[src/rtl/olid_pkg.sv]
// ----------------------------------------------------------------------------
// olid_pkg
// Shared types, codes and helpers of the ordered list block.
// ----------------------------------------------------------------------------
package olid_pkg;

  typedef enum logic [1:0] {
    ACT_INSERT  = 2'd0,
    ACT_DELETE  = 2'd1,
    ACT_EXTRACT = 2'd2,
    ACT_READ    = 2'd3
  } act_e;

  typedef enum logic [1:0] {
    ST_OK    = 2'd0,
    ST_FULL  = 2'd1,
    ST_RANGE = 2'd2,
    ST_NONE  = 2'd3
  } status_e;

  typedef enum logic [2:0] {
    S_IDLE,
    S_INS,
    S_DEL,
    S_RD,
    S_SCAN,
    S_EMIT,
    S_DONE
  } state_e;

  localparam int unsigned DataW = 32;
  localparam int unsigned PosW  = 6;
  localparam int unsigned SizeW = 6;

  // 2**32 mod 9, the residue a negative word carries when read as unsigned
  localparam logic [3:0] NegRem = 4'd4;

  // nonzero and divisible by nine; 64 = 1 mod 9, so 6-bit digits sum to the residue
  function automatic logic is_ninefold(input logic [DataW-1:0] v);
    logic [8:0] s1;
    logic [6:0] s2;
    logic [3:0] target;
    s1 = 9'(v[5:0]) + 9'(v[11:6]) + 9'(v[17:12]) + 9'(v[23:18])
       + 9'(v[29:24]) + 9'(v[31:30]);
    s2 = 7'(s1[5:0]) + 7'(s1[8:6]);
    if (s2 >= 7'd36) s2 = s2 - 7'd36;
    if (s2 >= 7'd18) s2 = s2 - 7'd18;
    if (s2 >= 7'd9)  s2 = s2 - 7'd9;
    target = v[31] ? NegRem : 4'd0;
    return (v != '0) && (s2[3:0] == target);
  endfunction

endpackage

[src/rtl/olid_in_if.sv]
// ----------------------------------------------------------------------------
// olid_in_if
// Operation channel of the ordered list block.
// ----------------------------------------------------------------------------
interface olid_in_if;
  logic                                     valid;
  logic                                     ready;
  logic [1:0]                               action;
  logic [olid_pkg::PosW-1:0]                position;
  logic signed [olid_pkg::DataW-1:0]        item_value;

  modport source (output valid, action, position, item_value, input ready);
  modport sink   (input valid, action, position, item_value, output ready);
endinterface

[src/rtl/olid_out_if.sv]
// ----------------------------------------------------------------------------
// olid_out_if
// Result channel of the ordered list block.
// ----------------------------------------------------------------------------
interface olid_out_if;
  logic                                     valid;
  logic                                     ready;
  logic signed [olid_pkg::DataW-1:0]        result_value;
  logic [1:0]                               status;
  logic [olid_pkg::SizeW-1:0]               list_size;
  logic [olid_pkg::SizeW-1:0]               extracted_count;
  logic                                     last;

  modport source (output valid, result_value, status, list_size, extracted_count, last,
                  input ready);
  modport sink   (input valid, result_value, status, list_size, extracted_count, last,
                  output ready);
endinterface

[src/rtl/olid_ram.sv]
// ----------------------------------------------------------------------------
// olid_ram
// Simple dual-port RAM, one write and one registered read port.
// ----------------------------------------------------------------------------
module olid_ram #(
  parameter int unsigned WIDTH = 32,
  parameter int unsigned DEPTH = 32
) (
  input  logic                     clk_i,
  input  logic                     we_i,
  input  logic [$clog2(DEPTH)-1:0] waddr_i,
  input  logic [WIDTH-1:0]         wdata_i,
  input  logic                     re_i,
  input  logic [$clog2(DEPTH)-1:0] raddr_i,
  output logic [WIDTH-1:0]         rdata_o
);

  logic [WIDTH-1:0] mem_q [DEPTH];
  logic [WIDTH-1:0] rdata_q;

  always_ff @(posedge clk_i) begin
    if (we_i) begin
      mem_q[waddr_i] <= wdata_i;
    end
    if (re_i) begin
      rdata_q <= mem_q[raddr_i];
    end
  end

  assign rdata_o = rdata_q;

endmodule

[src/rtl/ordered_list_insert_delete_extract.sv]
// ----------------------------------------------------------------------------
// ordered_list_insert_delete_extract
// Ordered list of signed words in one RAM with insert, delete, extract of
// nonzero multiples of nine, and read.
// ----------------------------------------------------------------------------
//  port    dir  fields                                                  handshake
//  req_i   in   action, position, item_value                            valid/ready
//  rsp_o   out  result_value, status, list_size, extracted_count, last  valid/ready
//
//  one operation at a time; the RAM port moves one word per cycle while no stall holds it
//  insert moves the words from pos on one slot up, delete moves the words above pos one
//  slot down, read fetches one word; full, bad index or empty goes straight to the result
//  extract counts the multiples in a first pass, then emits and compacts in a second
//  reset clears the state, count, dv, rem and output valid only; list words are never read before written
//  a stalled result port holds the extract pass at the next multiple
// ----------------------------------------------------------------------------
module ordered_list_insert_delete_extract #(
  parameter int unsigned CAPACITY = 32
) (
  input  logic       clk_i,
  input  logic       rst_ni,
  olid_in_if.sink    req_i,
  olid_out_if.source rsp_o
);

  localparam int unsigned AW   = $clog2(CAPACITY);
  localparam int unsigned CW   = $clog2(CAPACITY + 1);
  localparam int unsigned CMPW = (CW > olid_pkg::PosW) ? CW : olid_pkg::PosW;
  localparam int unsigned DW   = olid_pkg::DataW;
  localparam int unsigned SW   = olid_pkg::SizeW;

  olid_pkg::state_e state_q, state_d;

  logic [CW-1:0] cnt_q, cnt_d;
  logic [CW-1:0] pos_q, pos_d;
  logic [DW-1:0] val_q, val_d;
  logic [AW-1:0] rd_ptr_q, rd_ptr_d;
  logic [CW-1:0] rem_q, rem_d;
  logic          dv_q, dv_d;
  logic [AW-1:0] rda_q, rda_d;
  logic [AW-1:0] kept_q, kept_d;
  logic [CW-1:0] found_q, found_d;
  logic [CW-1:0] emit_q, emit_d;
  logic [DW-1:0] res_val_q, res_val_d;
  olid_pkg::status_e res_st_q, res_st_d;

  logic          o_vld_q;
  logic [DW-1:0] o_val_q;
  logic [1:0]    o_st_q;
  logic [SW-1:0] o_size_q;
  logic [SW-1:0] o_cnt_q;
  logic          o_last_q;

  logic          ram_we;
  logic [AW-1:0] ram_waddr;
  logic [DW-1:0] ram_wdata;
  logic          ram_re;
  logic [AW-1:0] ram_raddr;
  logic [DW-1:0] ram_rdata;

  logic              out_load;
  logic              out_free;
  logic [DW-1:0]     ld_val;
  olid_pkg::status_e ld_st;
  logic [CW-1:0]     ld_cnt;
  logic              ld_last;

  logic          rd_mult;
  logic          stall;
  logic [CMPW-1:0] pos_w, cnt_w;
  logic [CW-1:0]   p_cl;

  olid_ram #(
    .WIDTH(DW),
    .DEPTH(CAPACITY)
  ) u_ram (
    .clk_i  (clk_i),
    .we_i   (ram_we),
    .waddr_i(ram_waddr),
    .wdata_i(ram_wdata),
    .re_i   (ram_re),
    .raddr_i(ram_raddr),
    .rdata_o(ram_rdata)
  );

  assign req_i.ready = (state_q == olid_pkg::S_IDLE);
  assign out_free    = !o_vld_q || rsp_o.ready;
  assign rd_mult     = olid_pkg::is_ninefold(ram_rdata);
  assign pos_w       = CMPW'(req_i.position);
  assign cnt_w       = CMPW'(cnt_q);
  assign p_cl        = (pos_w > cnt_w) ? cnt_q : CW'(req_i.position);
  assign stall       = dv_q && rd_mult && !out_free;

  always_comb begin
    state_d   = state_q;
    cnt_d     = cnt_q;
    pos_d     = pos_q;
    val_d     = val_q;
    rd_ptr_d  = rd_ptr_q;
    rem_d     = rem_q;
    dv_d      = dv_q;
    rda_d     = rda_q;
    kept_d    = kept_q;
    found_d   = found_q;
    emit_d    = emit_q;
    res_val_d = res_val_q;
    res_st_d  = res_st_q;
    ram_we    = 1'b0;
    ram_waddr = '0;
    ram_wdata = ram_rdata;
    ram_re    = 1'b0;
    ram_raddr = rd_ptr_q;
    out_load  = 1'b0;
    ld_val    = res_val_q;
    ld_st     = res_st_q;
    ld_cnt    = '0;
    ld_last   = 1'b1;

    unique case (state_q)
      olid_pkg::S_IDLE: begin
        if (req_i.valid) begin
          res_val_d = '0;
          unique case (olid_pkg::act_e'(req_i.action))
            olid_pkg::ACT_INSERT: begin
              if (cnt_q == CW'(CAPACITY)) begin
                res_st_d = olid_pkg::ST_FULL;
                state_d  = olid_pkg::S_DONE;
              end else begin
                pos_d    = p_cl;
                val_d    = req_i.item_value;
                rem_d    = cnt_q - p_cl;
                rd_ptr_d = AW'(cnt_q - CW'(1));
                dv_d     = 1'b0;
                state_d  = olid_pkg::S_INS;
              end
            end
            olid_pkg::ACT_DELETE: begin
              if (pos_w >= cnt_w) begin
                res_st_d = olid_pkg::ST_RANGE;
                state_d  = olid_pkg::S_DONE;
              end else begin
                rem_d    = cnt_q - CW'(1) - CW'(req_i.position);
                rd_ptr_d = AW'(req_i.position) + AW'(1);
                dv_d     = 1'b0;
                state_d  = olid_pkg::S_DEL;
              end
            end
            olid_pkg::ACT_EXTRACT: begin
              if (cnt_q == '0) begin
                res_st_d = olid_pkg::ST_NONE;
                state_d  = olid_pkg::S_DONE;
              end else begin
                rd_ptr_d = '0;
                rem_d    = cnt_q;
                found_d  = '0;
                dv_d     = 1'b0;
                state_d  = olid_pkg::S_SCAN;
              end
            end
            olid_pkg::ACT_READ: begin
              if (pos_w >= cnt_w) begin
                res_st_d = olid_pkg::ST_RANGE;
                state_d  = olid_pkg::S_DONE;
              end else begin
                ram_re    = 1'b1;
                ram_raddr = AW'(req_i.position);
                state_d   = olid_pkg::S_RD;
              end
            end
          endcase
        end
      end

      olid_pkg::S_INS: begin
        // walk down, each word moves one slot up
        if (dv_q) begin
          ram_we    = 1'b1;
          ram_waddr = rda_q + AW'(1);
        end
        if (rem_q != '0) begin
          ram_re   = 1'b1;
          rda_d    = rd_ptr_q;
          rd_ptr_d = rd_ptr_q - AW'(1);
          rem_d    = rem_q - CW'(1);
          dv_d     = 1'b1;
        end else begin
          dv_d = 1'b0;
        end
        if (rem_q == '0 && !dv_q) begin
          ram_we    = 1'b1;
          ram_waddr = AW'(pos_q);
          ram_wdata = val_q;
          cnt_d     = cnt_q + CW'(1);
          res_st_d  = olid_pkg::ST_OK;
          state_d   = olid_pkg::S_DONE;
        end
      end

      olid_pkg::S_DEL: begin
        // walk up, each word moves one slot down
        if (dv_q) begin
          ram_we    = 1'b1;
          ram_waddr = rda_q - AW'(1);
        end
        if (rem_q != '0) begin
          ram_re   = 1'b1;
          rda_d    = rd_ptr_q;
          rd_ptr_d = rd_ptr_q + AW'(1);
          rem_d    = rem_q - CW'(1);
          dv_d     = 1'b1;
        end else begin
          dv_d = 1'b0;
        end
        if (rem_q == '0 && !dv_q) begin
          cnt_d    = cnt_q - CW'(1);
          res_st_d = olid_pkg::ST_OK;
          state_d  = olid_pkg::S_DONE;
        end
      end

      olid_pkg::S_RD: begin
        res_val_d = ram_rdata;
        res_st_d  = olid_pkg::ST_OK;
        state_d   = olid_pkg::S_DONE;
      end

      olid_pkg::S_SCAN: begin
        if (dv_q && rd_mult) begin
          found_d = found_q + CW'(1);
        end
        if (rem_q != '0) begin
          ram_re   = 1'b1;
          rd_ptr_d = rd_ptr_q + AW'(1);
          rem_d    = rem_q - CW'(1);
          dv_d     = 1'b1;
        end else begin
          dv_d = 1'b0;
        end
        if (rem_q == '0 && !dv_q) begin
          if (found_q == '0) begin
            res_st_d = olid_pkg::ST_NONE;
            state_d  = olid_pkg::S_DONE;
          end else begin
            // size after compaction is known before the first word goes out
            cnt_d    = cnt_q - found_q;
            rd_ptr_d = '0;
            rem_d    = cnt_q;
            kept_d   = '0;
            emit_d   = '0;
            state_d  = olid_pkg::S_EMIT;
          end
        end
      end

      olid_pkg::S_EMIT: begin
        if (!stall) begin
          if (dv_q) begin
            if (rd_mult) begin
              out_load = 1'b1;
              ld_val   = ram_rdata;
              ld_st    = olid_pkg::ST_OK;
              ld_cnt   = emit_q + CW'(1);
              ld_last  = ((emit_q + CW'(1)) == found_q);
              emit_d   = emit_q + CW'(1);
            end else begin
              ram_we    = 1'b1;
              ram_waddr = kept_q;
              kept_d    = kept_q + AW'(1);
            end
          end
          if (rem_q != '0) begin
            ram_re   = 1'b1;
            rd_ptr_d = rd_ptr_q + AW'(1);
            rem_d    = rem_q - CW'(1);
            dv_d     = 1'b1;
          end else begin
            dv_d = 1'b0;
          end
        end
        if (rem_q == '0 && !dv_q) begin
          state_d = olid_pkg::S_IDLE;
        end
      end

      olid_pkg::S_DONE: begin
        if (out_free) begin
          out_load = 1'b1;
          state_d  = olid_pkg::S_IDLE;
        end
      end

      default: begin
        state_d = olid_pkg::S_IDLE;
      end
    endcase
  end

  always_ff @(posedge clk_i or negedge rst_ni) begin
    if (!rst_ni) begin
      state_q <= olid_pkg::S_IDLE;
      cnt_q   <= '0;
      dv_q    <= 1'b0;
      rem_q   <= '0;
      o_vld_q <= 1'b0;
    end else begin
      state_q <= state_d;
      cnt_q   <= cnt_d;
      dv_q    <= dv_d;
      rem_q   <= rem_d;
      if (out_load) begin
        o_vld_q <= 1'b1;
      end else if (rsp_o.ready) begin
        o_vld_q <= 1'b0;
      end
    end
  end

  always_ff @(posedge clk_i) begin
    pos_q     <= pos_d;
    val_q     <= val_d;
    rd_ptr_q  <= rd_ptr_d;
    rda_q     <= rda_d;
    kept_q    <= kept_d;
    found_q   <= found_d;
    emit_q    <= emit_d;
    res_val_q <= res_val_d;
    res_st_q  <= res_st_d;
    if (out_load) begin
      o_val_q  <= ld_val;
      o_st_q   <= ld_st;
      o_size_q <= SW'(cnt_d);
      o_cnt_q  <= SW'(ld_cnt);
      o_last_q <= ld_last;
    end
  end

  assign rsp_o.valid           = o_vld_q;
  assign rsp_o.result_value    = o_val_q;
  assign rsp_o.status          = o_st_q;
  assign rsp_o.list_size       = o_size_q;
  assign rsp_o.extracted_count = o_cnt_q;
  assign rsp_o.last            = o_last_q;

endmodule

[src/flat_wrapper.sv]
// flat-port wrapper written by rule: the top's interface ports become plain ports
module ordered_list_insert_delete_extract_flat 
#(
  parameter int unsigned CAPACITY = 32
)
  (clk_i, rst_ni, req_i_valid, req_i_action, req_i_position, req_i_item_value, req_i_ready, rsp_o_valid, rsp_o_result_value, rsp_o_status, rsp_o_list_size, rsp_o_extracted_count, rsp_o_last, rsp_o_ready);
  olid_in_if req_i_i ();
  olid_out_if rsp_o_i ();
  input  logic clk_i;
  input  logic rst_ni;
  input wire logic [$bits(req_i_i.valid)-1:0] req_i_valid;
  input wire logic [$bits(req_i_i.action)-1:0] req_i_action;
  input wire logic [$bits(req_i_i.position)-1:0] req_i_position;
  input wire logic [$bits(req_i_i.item_value)-1:0] req_i_item_value;
  output wire logic [$bits(req_i_i.ready)-1:0] req_i_ready;
  output wire logic [$bits(rsp_o_i.valid)-1:0] rsp_o_valid;
  output wire logic [$bits(rsp_o_i.result_value)-1:0] rsp_o_result_value;
  output wire logic [$bits(rsp_o_i.status)-1:0] rsp_o_status;
  output wire logic [$bits(rsp_o_i.list_size)-1:0] rsp_o_list_size;
  output wire logic [$bits(rsp_o_i.extracted_count)-1:0] rsp_o_extracted_count;
  output wire logic [$bits(rsp_o_i.last)-1:0] rsp_o_last;
  input wire logic [$bits(rsp_o_i.ready)-1:0] rsp_o_ready;
  assign req_i_i.valid = req_i_valid;
  assign req_i_i.action = req_i_action;
  assign req_i_i.position = req_i_position;
  assign req_i_i.item_value = req_i_item_value;
  assign req_i_ready = req_i_i.ready;
  assign rsp_o_valid = rsp_o_i.valid;
  assign rsp_o_result_value = rsp_o_i.result_value;
  assign rsp_o_status = rsp_o_i.status;
  assign rsp_o_list_size = rsp_o_i.list_size;
  assign rsp_o_extracted_count = rsp_o_i.extracted_count;
  assign rsp_o_last = rsp_o_i.last;
  assign rsp_o_i.ready = rsp_o_ready;
  ordered_list_insert_delete_extract #(.CAPACITY(CAPACITY)) u_core (.clk_i(clk_i), .rst_ni(rst_ni), .req_i(req_i_i), .rsp_o(rsp_o_i));
endmodule
[config.mk]
export PLATFORM = sky130hd
export DESIGN_NAME = ordered_list_insert_delete_extract_flat
export DESIGN_NICKNAME = d
export VERILOG_FILES = /design/src/rtl/olid_pkg.sv /design/src/rtl/olid_in_if.sv /design/src/rtl/olid_out_if.sv /design/src/rtl/olid_ram.sv /design/src/rtl/ordered_list_insert_delete_extract.sv /design/src/flat_wrapper.sv
export SDC_FILE = /design/constraint.sdc
export NUM_CORES = 2
export LEC_CHECK = 0
export BUFFER_PORTS_ARGS = -buffer_cell sky130_fd_sc_hd__buf_2
export CAP_MARGIN = 20
export CORE_MARGIN = 5
export CORE_UTILIZATION = 25
export DETAILED_ROUTE_END_ITERATION = 7
export SLEW_MARGIN = 5
export SYNTH_ARGS = -nofsm -noshare
export SYNTH_HDL_FRONTEND = slang
export SYNTH_HIERARCHICAL = 1
export SYNTH_SLANG_ARGS = --single-unit
export TNS_END_PERCENT = 50
[constraint.sdc]
create_clock -name clk_i -period 27.2 [get_ports clk_i]
set_clock_uncertainty 0.1 [all_clocks]
set_input_delay 5.44 -clock clk_i [delete_from_list [all_inputs] [get_ports clk_i]]
set_output_delay 5.44 -clock clk_i [all_outputs]
set_load 0.01 [all_outputs]
After elaboration in Yosys (flattened, before gate mapping)
Memories as Yosys holds them, arrays and structs flattened. A register that Yosys moved wholly into a read port is not among the register bits.
Index checks and enable logic that the tools add are counted.

word-level totals
  register bits after elaboration = 162
  bits in latches = 0
  RAM bits = 1024
  bits in read-only memories = 0
  input port bits = 44
  output and inout bits = 49
  word-level logic and storage cells = 244
  memories kept = 1

cells by class
  $add $sub $neg = 23
  multiply operators = 0
  div/mod/pow operators = 0
  magnitude comparators = 5
  eq/ne operators = 34
  shift-type cells = 0
  mux-type cells = 120
  bitwise logic cells = 4
  reductions and logical operators = 38

memories
  memory              words  width  read ports  clocked after Yosys merged registers in  write ports  RTL line        text
  u_core.u_ram.mem_q  32     32     1           1                                        1            olid_ram.sv:18  logic [WIDTH-1:0] mem_q [DEPTH];

operators by type and width
  operator                                        number
  two-way mux 32 bit                              7
  two-way mux 6 bit                               22
  two-way mux 5 bit                               24
  case mux 32 bit (2 select lines)                1
  case mux 6 bit (3 select lines)                 2
  nonzero test 32 bit                             1
  case mux 5 bit (3 select lines)                 2
  adder 9 x 6 -> 9 bit                            3
  two-way mux 3 bit                               9
  two-way mux 2 bit                               13
  case mux 5 bit (5 select lines)                 1
  case mux 6 bit (2 select lines)                 2
  case mux 6 bit (4 select lines)                 1
  two-way mux 1 bit                               23
  adder 5 x 1 -> 5 bit (second input constant)    4
  != test 2 x 1 -> 1 bit (second input constant)  10
  adder 6 x 1 -> 6 bit (second input constant)    3
  zero test 6 bit                                 3
  case mux 3 bit (6 select lines)                 1
  subtractor 6 bit                                3
  AND reduction 8 bit                             2
  two-way mux 7 bit                               2
  AND reduction 7 bit                             2
  case mux 1 bit (3 select lines)                 4
  49 further kinds                                79

Longest topological paths before layout
  word-level depth = 20
  gate-level depth with buffers = 37
  gate-level depth less buffers = 34

Modules after synthesis
Netlist, hierarchy kept.

modules (own cells, without submodules)
  module                              instances  cells an instance  area each (um^2)  seq. area each (um^2)
  olid_ram                            1          2260               40807.9           31710.4
  ordered_list_insert_delete_extract  1          1028               10571.4           4779.6

Worst setup path after synthesis
OpenSTA, ideal clock, no wires.

  path type = register to register
  start = register u_core.u_ram.rdata_q[0], in the netlist u_core/u_ram/rdata_o[0], read port of u_core.u_ram.mem_q
  end = memory u_core.u_ram.mem_q[12][0], enable pin
  setup time = 0.421 ns
  arrival time = 9.312 ns
  data required time = 26.679 ns
  setup slack = 17.366 ns
  cell stages (with the launch flop) = 35
  path buffers = 3
  period minus slack after synthesis = 9.834 ns
  cells stage by stage = edfxtp_1 -> fa_1 -> inv_1 -> fa_1 -> fa_1 -> inv_1 -> ha_1 -> fa_1 -> nand3_1 -> a21oi_1 -> o21ai_0 -> nand2b_1 -> xor2_1 -> ha_1 -> fa_1 -> xor2_2 -> inv_2 -> a21oi_1 -> a41oi_2 -> o21ai_2 -> xnor2_1 -> ha_1 -> o21ai_0 -> o221ai_1 -> a22o_1 -> o2111ai_1 -> a21oi_1 -> o311ai_2 -> buf_2 -> buf_1 -> nand3_1 -> o21ai_0 -> or3b_2 -> clkbuf_1 -> nor2_1

between the ends
  word-level cells in the longest chain between the ends = 20
  elaborated cells on any way between the ends = 30
  classes of those cells = 9 x add/sub; 3 x order compare; 1 x eq/ne; 13 x mux; 4 x reduce/logical

ends and longest elaborated chain
  item                                                                       RTL line                                                                             text
  start: declaration                                                         olid_ram.sv:19                                                                       logic [WIDTH-1:0] rdata_q;
  adder 6 x 6 -> 7 bit                                                       olid_pkg.sv:43                                                                       s1 = 9'(v[5:0]) + 9'(v[11:6]) + 9'(v[17:12]) + 9'(v[23:18])
  adder 9 x 6 -> 9 bit (2 in a row)                                          olid_pkg.sv:43
  adder 9 x 6 -> 9 bit                                                       olid_pkg.sv:44                                                                       + 9'(v[29:24]) + 9'(v[31:30]);
  adder 9 x 2 -> 9 bit                                                       olid_pkg.sv:44
  adder 6 x 3 -> 7 bit                                                       olid_pkg.sv:45                                                                       s2 = 7'(s1[5:0]) + 7'(s1[8:6]);
  subtractor 7 x 6 -> 7 bit or >= comparator 7 x 6 -> 1 bit (tied branches)  olid_pkg.sv:46                                                                       if (s2 >= 7'd36) s2 = s2 - 7'd36;
  two-way mux 7 bit                                                          olid_pkg.sv:46
  subtractor 7 x 5 -> 7 bit or >= comparator 7 x 5 -> 1 bit (tied branches)  olid_pkg.sv:47                                                                       if (s2 >= 7'd18) s2 = s2 - 7'd18;
  [... 4 more ...]                                                           --
  logical AND 1 bit (*)                                                      olid_pkg.sv:50                                                                       return (v != '0) && (s2[3:0] == target);
  two-way mux 1 bit or logical AND 1 bit (tied branches)                     ordered_list_insert_delete_extract.sv:258, ordered_list_insert_delete_extract.sv:92
  two-way mux 1 bit or logical AND 1 bit (tied branches)                     ordered_list_insert_delete_extract.sv:257, ordered_list_insert_delete_extract.sv:92
  two-way mux 1 bit (*)                                                      ordered_list_insert_delete_extract.sv:256                                            if (!stall) begin
  case mux 1 bit (3 select lines) (*)                                        ordered_list_insert_delete_extract.sv:119                                            unique case (state_q)
  named net u_core.ram_we                                                    ordered_list_insert_delete_extract.sv:54                                             logic ram_we;
  two-way mux 1 bit (*)                                                      olid_ram.sv:22                                                                       if (we_i) begin
  two-way mux 1 bit (not written as such) (*)                                olid_ram.sv:23                                                                       mem_q[waddr_i] <= wdata_i;
  end: declaration                                                           olid_ram.sv:18

The timed path passes the listed nets; every way through them passes the cells marked *.

Worst setup path after layout
  start = input port req_i_position[1]
  end = register u_core.u_ram.rdata_q[26], in the netlist u_core/u_ram/rdata_o[26], read port of u_core.u_ram.mem_q (data pin)

between the ends
  word-level cells in the longest chain between the ends = 5
  elaborated cells on any way between the ends = 9
  classes of those cells = 1 x order compare; 8 x mux

ends and longest elaborated chain
  item                           RTL line                                   text
  start: declaration             flat_wrapper.sv:13                         input wire logic [$bits(req_i_i.position)-1:0] req_i_position;
  >= comparator 6 bit            ordered_list_insert_delete_extract.sv:161  if (pos_w >= cnt_w) begin
  two-way mux 5 bit              ordered_list_insert_delete_extract.sv:161
  two-way mux 5 bit              ordered_list_insert_delete_extract.sv:123  unique case (olid_pkg::act_e'(req_i.action))
  two-way mux 5 bit              ordered_list_insert_delete_extract.sv:121  if (req_i.valid) begin
  two-way mux 5 bit              ordered_list_insert_delete_extract.sv:119
  named net u_core.ram_raddr[0]  ordered_list_insert_delete_extract.sv:58   logic [AW-1:0] ram_raddr;

The timed path passes the listed nets, and every way through them passes these cells.
A chain may end at the register's enable or synchronous reset.

==> impl_metrics.prom <==
# TYPE chip_impl_metric gauge
chip_impl_metric{name="synthMuxAreaShare",unit="%"} 11.0
chip_impl_metric{name="final-max-slew-violation-count",unit=""} 0
chip_impl_info{name="timing.hold.worst_endpoint",value="u_core/rem_q[1]"} 1
chip_impl_info{name="ys_top_cells_by_count",value="1,201 x sky130_fd_sc_hd__edfxtp_1, 516 x sky130_fd_sc_hd__mux2i_1, 183 x sky130_fd_sc_hd__nand2_1"} 1
chip_impl_metric{name="yosys.cell_types.count",unit=""} 79
chip_impl_info{name="critPathCaptureType",value="flop"} 1
chip_impl_metric{name="cts-buffers-inserted",unit=""} 119
chip_impl_metric{name="grt_max_degree",unit=""} 127
chip_impl_metric{name="globalplace.congestion",unit=""} 0.830
chip_impl_metric{name="multiInputGateArea",unit="µm²"} 14000
chip_impl_info{name="worstReg2RegEnd",value="u_core/u_ram/mem_q[6][30]"} 1
chip_impl_metric{name="worstPathArrival",unit="ns"} 12.25
chip_impl_metric{name="grt_antenna_before_repair",unit=""} 7
chip_impl_metric{name="clock.fmax",unit="MHz"} 84.0
chip_impl_info{name="ys_top_cells_by_area",value="sky130_fd_sc_hd__edfxtp_1 70%, sky130_fd_sc_hd__mux2i_1 10%, sky130_fd_sc_hd__a21oi_1 1.5%, sky130_fd_sc_hd__a22oi_1 1.4%, sky130_fd_sc_hd__nand2_1 1.3%"} 1
chip_impl_metric{name="clock_insertion_delay_worst_skew",unit="ns"} 0.72
chip_impl_metric{name="yosys.area_share.xor_xnor",unit="%"} 0.945
chip_impl_metric{name="edff_count_synth",unit=""} 1201
chip_impl_metric{name="cts.hold.buffers_added",unit=""} 0
chip_impl_metric{name="drive_above_1_share",unit="%"} 13.6
chip_impl_metric{name="htree_num_levels",unit=""} 3
chip_impl_metric{name="register_area",unit="µm²"} 36500
chip_impl_info{name="ys_dominant_reg_cell",value="sky130_fd_sc_hd__edfxtp_1"} 1
chip_impl_metric{name="final-hold-violation-count",unit=""} 0
chip_impl_info{name="synth.largest_area_cell",value="sky130_fd_sc_hd__edfxtp_1"} 1
chip_impl_metric{name="initial_core_util",unit="%"} 25.1
chip_impl_metric{name="layout_worst_path_cycle_share",unit="%"} 43.8
chip_impl_metric{name="cts_post_setup_buffers_inserted",unit=""} 0
chip_impl_metric{name="path_max_fanout",unit=""} 55
chip_impl_metric{name="die_w",unit="µm"} 463
chip_impl_metric{name="wl",unit="mm"} 137
chip_impl_metric{name="drc",unit=""} 0
chip_impl_metric{name="syn-cell-area",unit="µm²"} 51400
chip_impl_info{name="cts_tree",value="done"} 1
chip_impl_metric{name="async_flop_share",unit="%"} 1.40
chip_impl_info{name="worst_hold_path_type",value="flop to flop"} 1
chip_impl_metric{name="syn2layout_area_growth",unit="%"} 15.6
chip_impl_metric{name="timing.critical_path.required",unit="ns"} 27.55
chip_impl_metric{name="port_buffers",unit=""} 92
chip_impl_metric{name="die-area",unit="µm²"} 215000
chip_impl_metric{name="vias",unit=""} 29400
chip_impl_info{name="worst-setup-path-type",value="primary input to flop"} 1
chip_impl_info{name="regToRegStartpoint",value="u_core/u_ram/rdata_o[0]"} 1
chip_impl_metric{name="synth_top_area_share",unit="%"} 70.2
chip_impl_info{name="worstSetupStartpointType",value="primary input"} 1
chip_impl_metric{name="detail_route.vias_per_cell",unit=""} 4.73
chip_impl_metric{name="setup_viol",unit=""} 0
chip_impl_metric{name="dr.first_iter.drc_count",unit=""} 2788
chip_impl_metric{name="ioPinCount",unit=""} 93
chip_impl_metric{name="cts_sinks",unit=""} 1218
chip_impl_metric{name="final_nets",unit=""} 3540
chip_impl_metric{name="reg2reg_setup_slack",unit="ns"} 16.07
chip_impl_metric{name="detailedPlacementHpwl",unit="mm"} 74.4
chip_impl_metric{name="globalRouteOverflowTotal",unit=""} 0
chip_impl_info{name="root_buffer",value="sky130_fd_sc_hd__clkbuf_16"} 1
chip_impl_metric{name="max_cap_violations",unit=""} 0
chip_impl_metric{name="register_to_register_path_depth",unit=""} 34
chip_impl_metric{name="timing.slew.headroom",unit="%"} 31.0
chip_impl_metric{name="routedWlPerCell",unit="µm"} 22.0
chip_impl_metric{name="synth.avg_cell_area",unit="µm²"} 15.6
chip_impl_info{name="combinational_family_with_the_most_area_after_synthesis",value="multiplexers"} 1
chip_impl_metric{name="worstMarginPinSlew",unit="ns"} 1.04
chip_impl_metric{name="clk_pin_slew",unit="ns"} 0.06
chip_impl_metric{name="cts.path.max_buffers",unit=""} 3
chip_impl_info{name="run_status",value="completed"} 1
chip_impl_metric{name="dr.pass1.iters",unit=""} 5
chip_impl_metric{name="final.fill_count",unit=""} 20200
chip_impl_metric{name="post-route-min-period",unit="ns"} 11.90
chip_impl_metric{name="synth_compound_area_share",unit="%"} 7.07
chip_impl_metric{name="number_of_global_route_vias_before_repair",unit=""} 28900
chip_impl_metric{name="synth_seq_area_share",unit="%"} 71.0
chip_impl_metric{name="min_delay_path_depth",unit=""} 1
chip_impl_info{name="grt_setup_unrepaired",value="false"} 1
chip_impl_metric{name="grt_first_pass_wirelength",unit="mm"} 200
chip_impl_metric{name="core_area",unit="µm²"} 205000
chip_impl_metric{name="netlist_instances",unit=""} 3288
chip_impl_metric{name="grtUsageTotal",unit="%"} 12.3
chip_impl_metric{name="synth.ff_latch_count",unit=""} 1218
chip_impl_metric{name="post_drt_antenna_nets",unit=""} 0
chip_impl_info{name="post-synth-top-count-cell",value="sky130_fd_sc_hd__edfxtp_1"} 1
chip_impl_metric{name="ys_warn_count",unit=""} 6
chip_impl_info{name="hold_path_startpoint",value="u_core/rem_q[1]"} 1
chip_impl_metric{name="n_antenna_cell",unit=""} 0
chip_impl_metric{name="post_cts_resize_count",unit=""} 0
chip_impl_metric{name="synth_simple_gate_area_share",unit="%"} 5.26
chip_impl_metric{name="totalNegativeSetupSlack",unit="ns"} 0
chip_impl_metric{name="die_h",unit="µm"} 463
chip_impl_metric{name="syn_nets",unit=""} 3406
chip_impl_metric{name="synthAdderAreaFrac",unit="%"} 2.16
chip_impl_metric{name="placementRows",unit=""} 166
## layer usage
metal | up-vias | GRT usage (%) | wire (µm)
met4 | 0 | 3.34 | 3000
met3 | 196 | 2.07 | 8610
met5 | - | 0 | 0
met1 | 15100 | 16.7 | 60200
met2 | 1066 | 20.2 | 64700
li1 | 13000 | - | -
## sequential cells by signal, indices dropped and copies added, names as in the netlist
signal,count
u_core/u_ram/mem_q,1024
u_core/res_val_q,32
u_core/rsp_o.result_value,32
u_core/u_ram/rdata_o,32
u_core/val_q,32
u_core/cnt_q,6
u_core/emit_q,6
u_core/found_q,6
u_core/rem_q,6
u_core/rsp_o.extracted_count,6
u_core/rsp_o.list_size,6
u_core/kept_q,5
u_core/pos_q,5
u_core/rd_ptr_q,5
u_core/rda_q,5
u_core/state_q,3
u_core/res_st_q,2
u_core/rsp_o.status,2
u_core/dv_q,1
u_core/rsp_o.last,1
u_core/rsp_o.valid,1
## metrics by stage
step                worst slack (ns)  std cells  hold WS (ns)  area (µm²)  utilization [%]
finish                         15.30       6206         0.422       59400             29.0
detailed placement             14.62       5981         0.406       55300             27.1
CTS                            15.40       6198         0.422       59300             29.0
global route                   15.01       6206         0.442       59400             29.0
floorplan                      17.37       3288         0.371       51400                -
global placement               14.87       5980         0.396       55300             27.0
## worst max-delay path, cell delays in order
cell and delay [ns]:
sky130_fd_sc_hd__buf_2 0.14, sky130_fd_sc_hd__ha_1 0.32, sky130_fd_sc_hd__nor2b_1 0.14, sky130_fd_sc_hd__o21a_1 0.17, sky130_fd_sc_hd__o21a_1 0.18, sky130_fd_sc_hd__o21a_1 0.17, sky130_fd_sc_hd__o21a_1 0.20, sky130_fd_sc_hd__nor3_1 0.52
sky130_fd_sc_hd__nand4_1 0.54, sky130_fd_sc_hd__o21ai_4 0.30, sky130_fd_sc_hd__buf_4 0.59, sky130_fd_sc_hd__buf_4 0.90, sky130_fd_sc_hd__buf_4 0.79, sky130_fd_sc_hd__buf_4 0.77, sky130_fd_sc_hd__mux2i_1 0.27, sky130_fd_sc_hd__a22o_1 0.17
sky130_fd_sc_hd__nor3_1 0.05, sky130_fd_sc_hd__a31oi_1 0.31, sky130_fd_sc_hd__nand3_1 0.11
## cell families after synthesis
family / Yosys count
AOI/OAI and AO/OA: 542
xor gates and xnor gates: 53
adders and majority gates: 75
buffers and inverters: 262
DFF: 1218
muxes: 561
and+or+nand+nor: 577
## placed cells by master, fill, tap and decap left out, types with 16 or more instances in the layout
master	instances
sky130_fd_sc_hd__edfxtp_1	1201
sky130_fd_sc_hd__mux2i_1	516
sky130_fd_sc_hd__nand2_1	182
sky130_fd_sc_hd__a21oi_1	151
sky130_fd_sc_hd__clkbuf_16	122
sky130_fd_sc_hd__nand3_1	119
sky130_fd_sc_hd__a22oi_1	98
sky130_fd_sc_hd__buf_2	92
sky130_fd_sc_hd__inv_1	91
sky130_fd_sc_hd__buf_4	78
sky130_fd_sc_hd__nor3_1	72
sky130_fd_sc_hd__nor2_1	68
sky130_fd_sc_hd__a22o_1	66
sky130_fd_sc_hd__o21ai_0	55
sky130_fd_sc_hd__ha_1	51
sky130_fd_sc_hd__a31oi_1	40
sky130_fd_sc_hd__xnor2_1	39
sky130_fd_sc_hd__nor2_4	34
sky130_fd_sc_hd__mux2_2	28
sky130_fd_sc_hd__clkinv_2	25
sky130_fd_sc_hd__clkinv_1	25
sky130_fd_sc_hd__fa_1	23
sky130_fd_sc_hd__o21ai_2	21
sky130_fd_sc_hd__mux2_1	17
sky130_fd_sc_hd__bufinv_16	16
sky130_fd_sc_hd__dfrtp_1	16
## how the worst max path moves through the flow
stage,startpoint,to,cells past startpoint
global placement,req_i_position[1],u_core/u_ram/rdata_o[26],19
CTS,req_i_position[1],u_core/u_ram/rdata_o[26],19
finish,req_i_position[1],u_core/u_ram/rdata_o[26],19
detailed placement,req_i_position[1],u_core/u_ram/rdata_o[26],19
global route,req_i_position[1],u_core/u_ram/rdata_o[26],19
floorplan,u_core/u_ram/rdata_o[0],u_core/u_ram/mem_q[12][0],34
## cell type report
cell class / instances / area share [%]
inverters: 92 / 0.581
clock buffers: 137 / 5.23
well taps: 2688 / 5.66
clock inverters: 80 / 1.41
flip-flops and latches: 1218 / 61.4
multi-input cells: 1808 / 23.6
repair buffers: 183 / 2.13
Power is not shown: default switching activity piles up to over one toggle a cycle in this logic, so the estimate is an artifact.
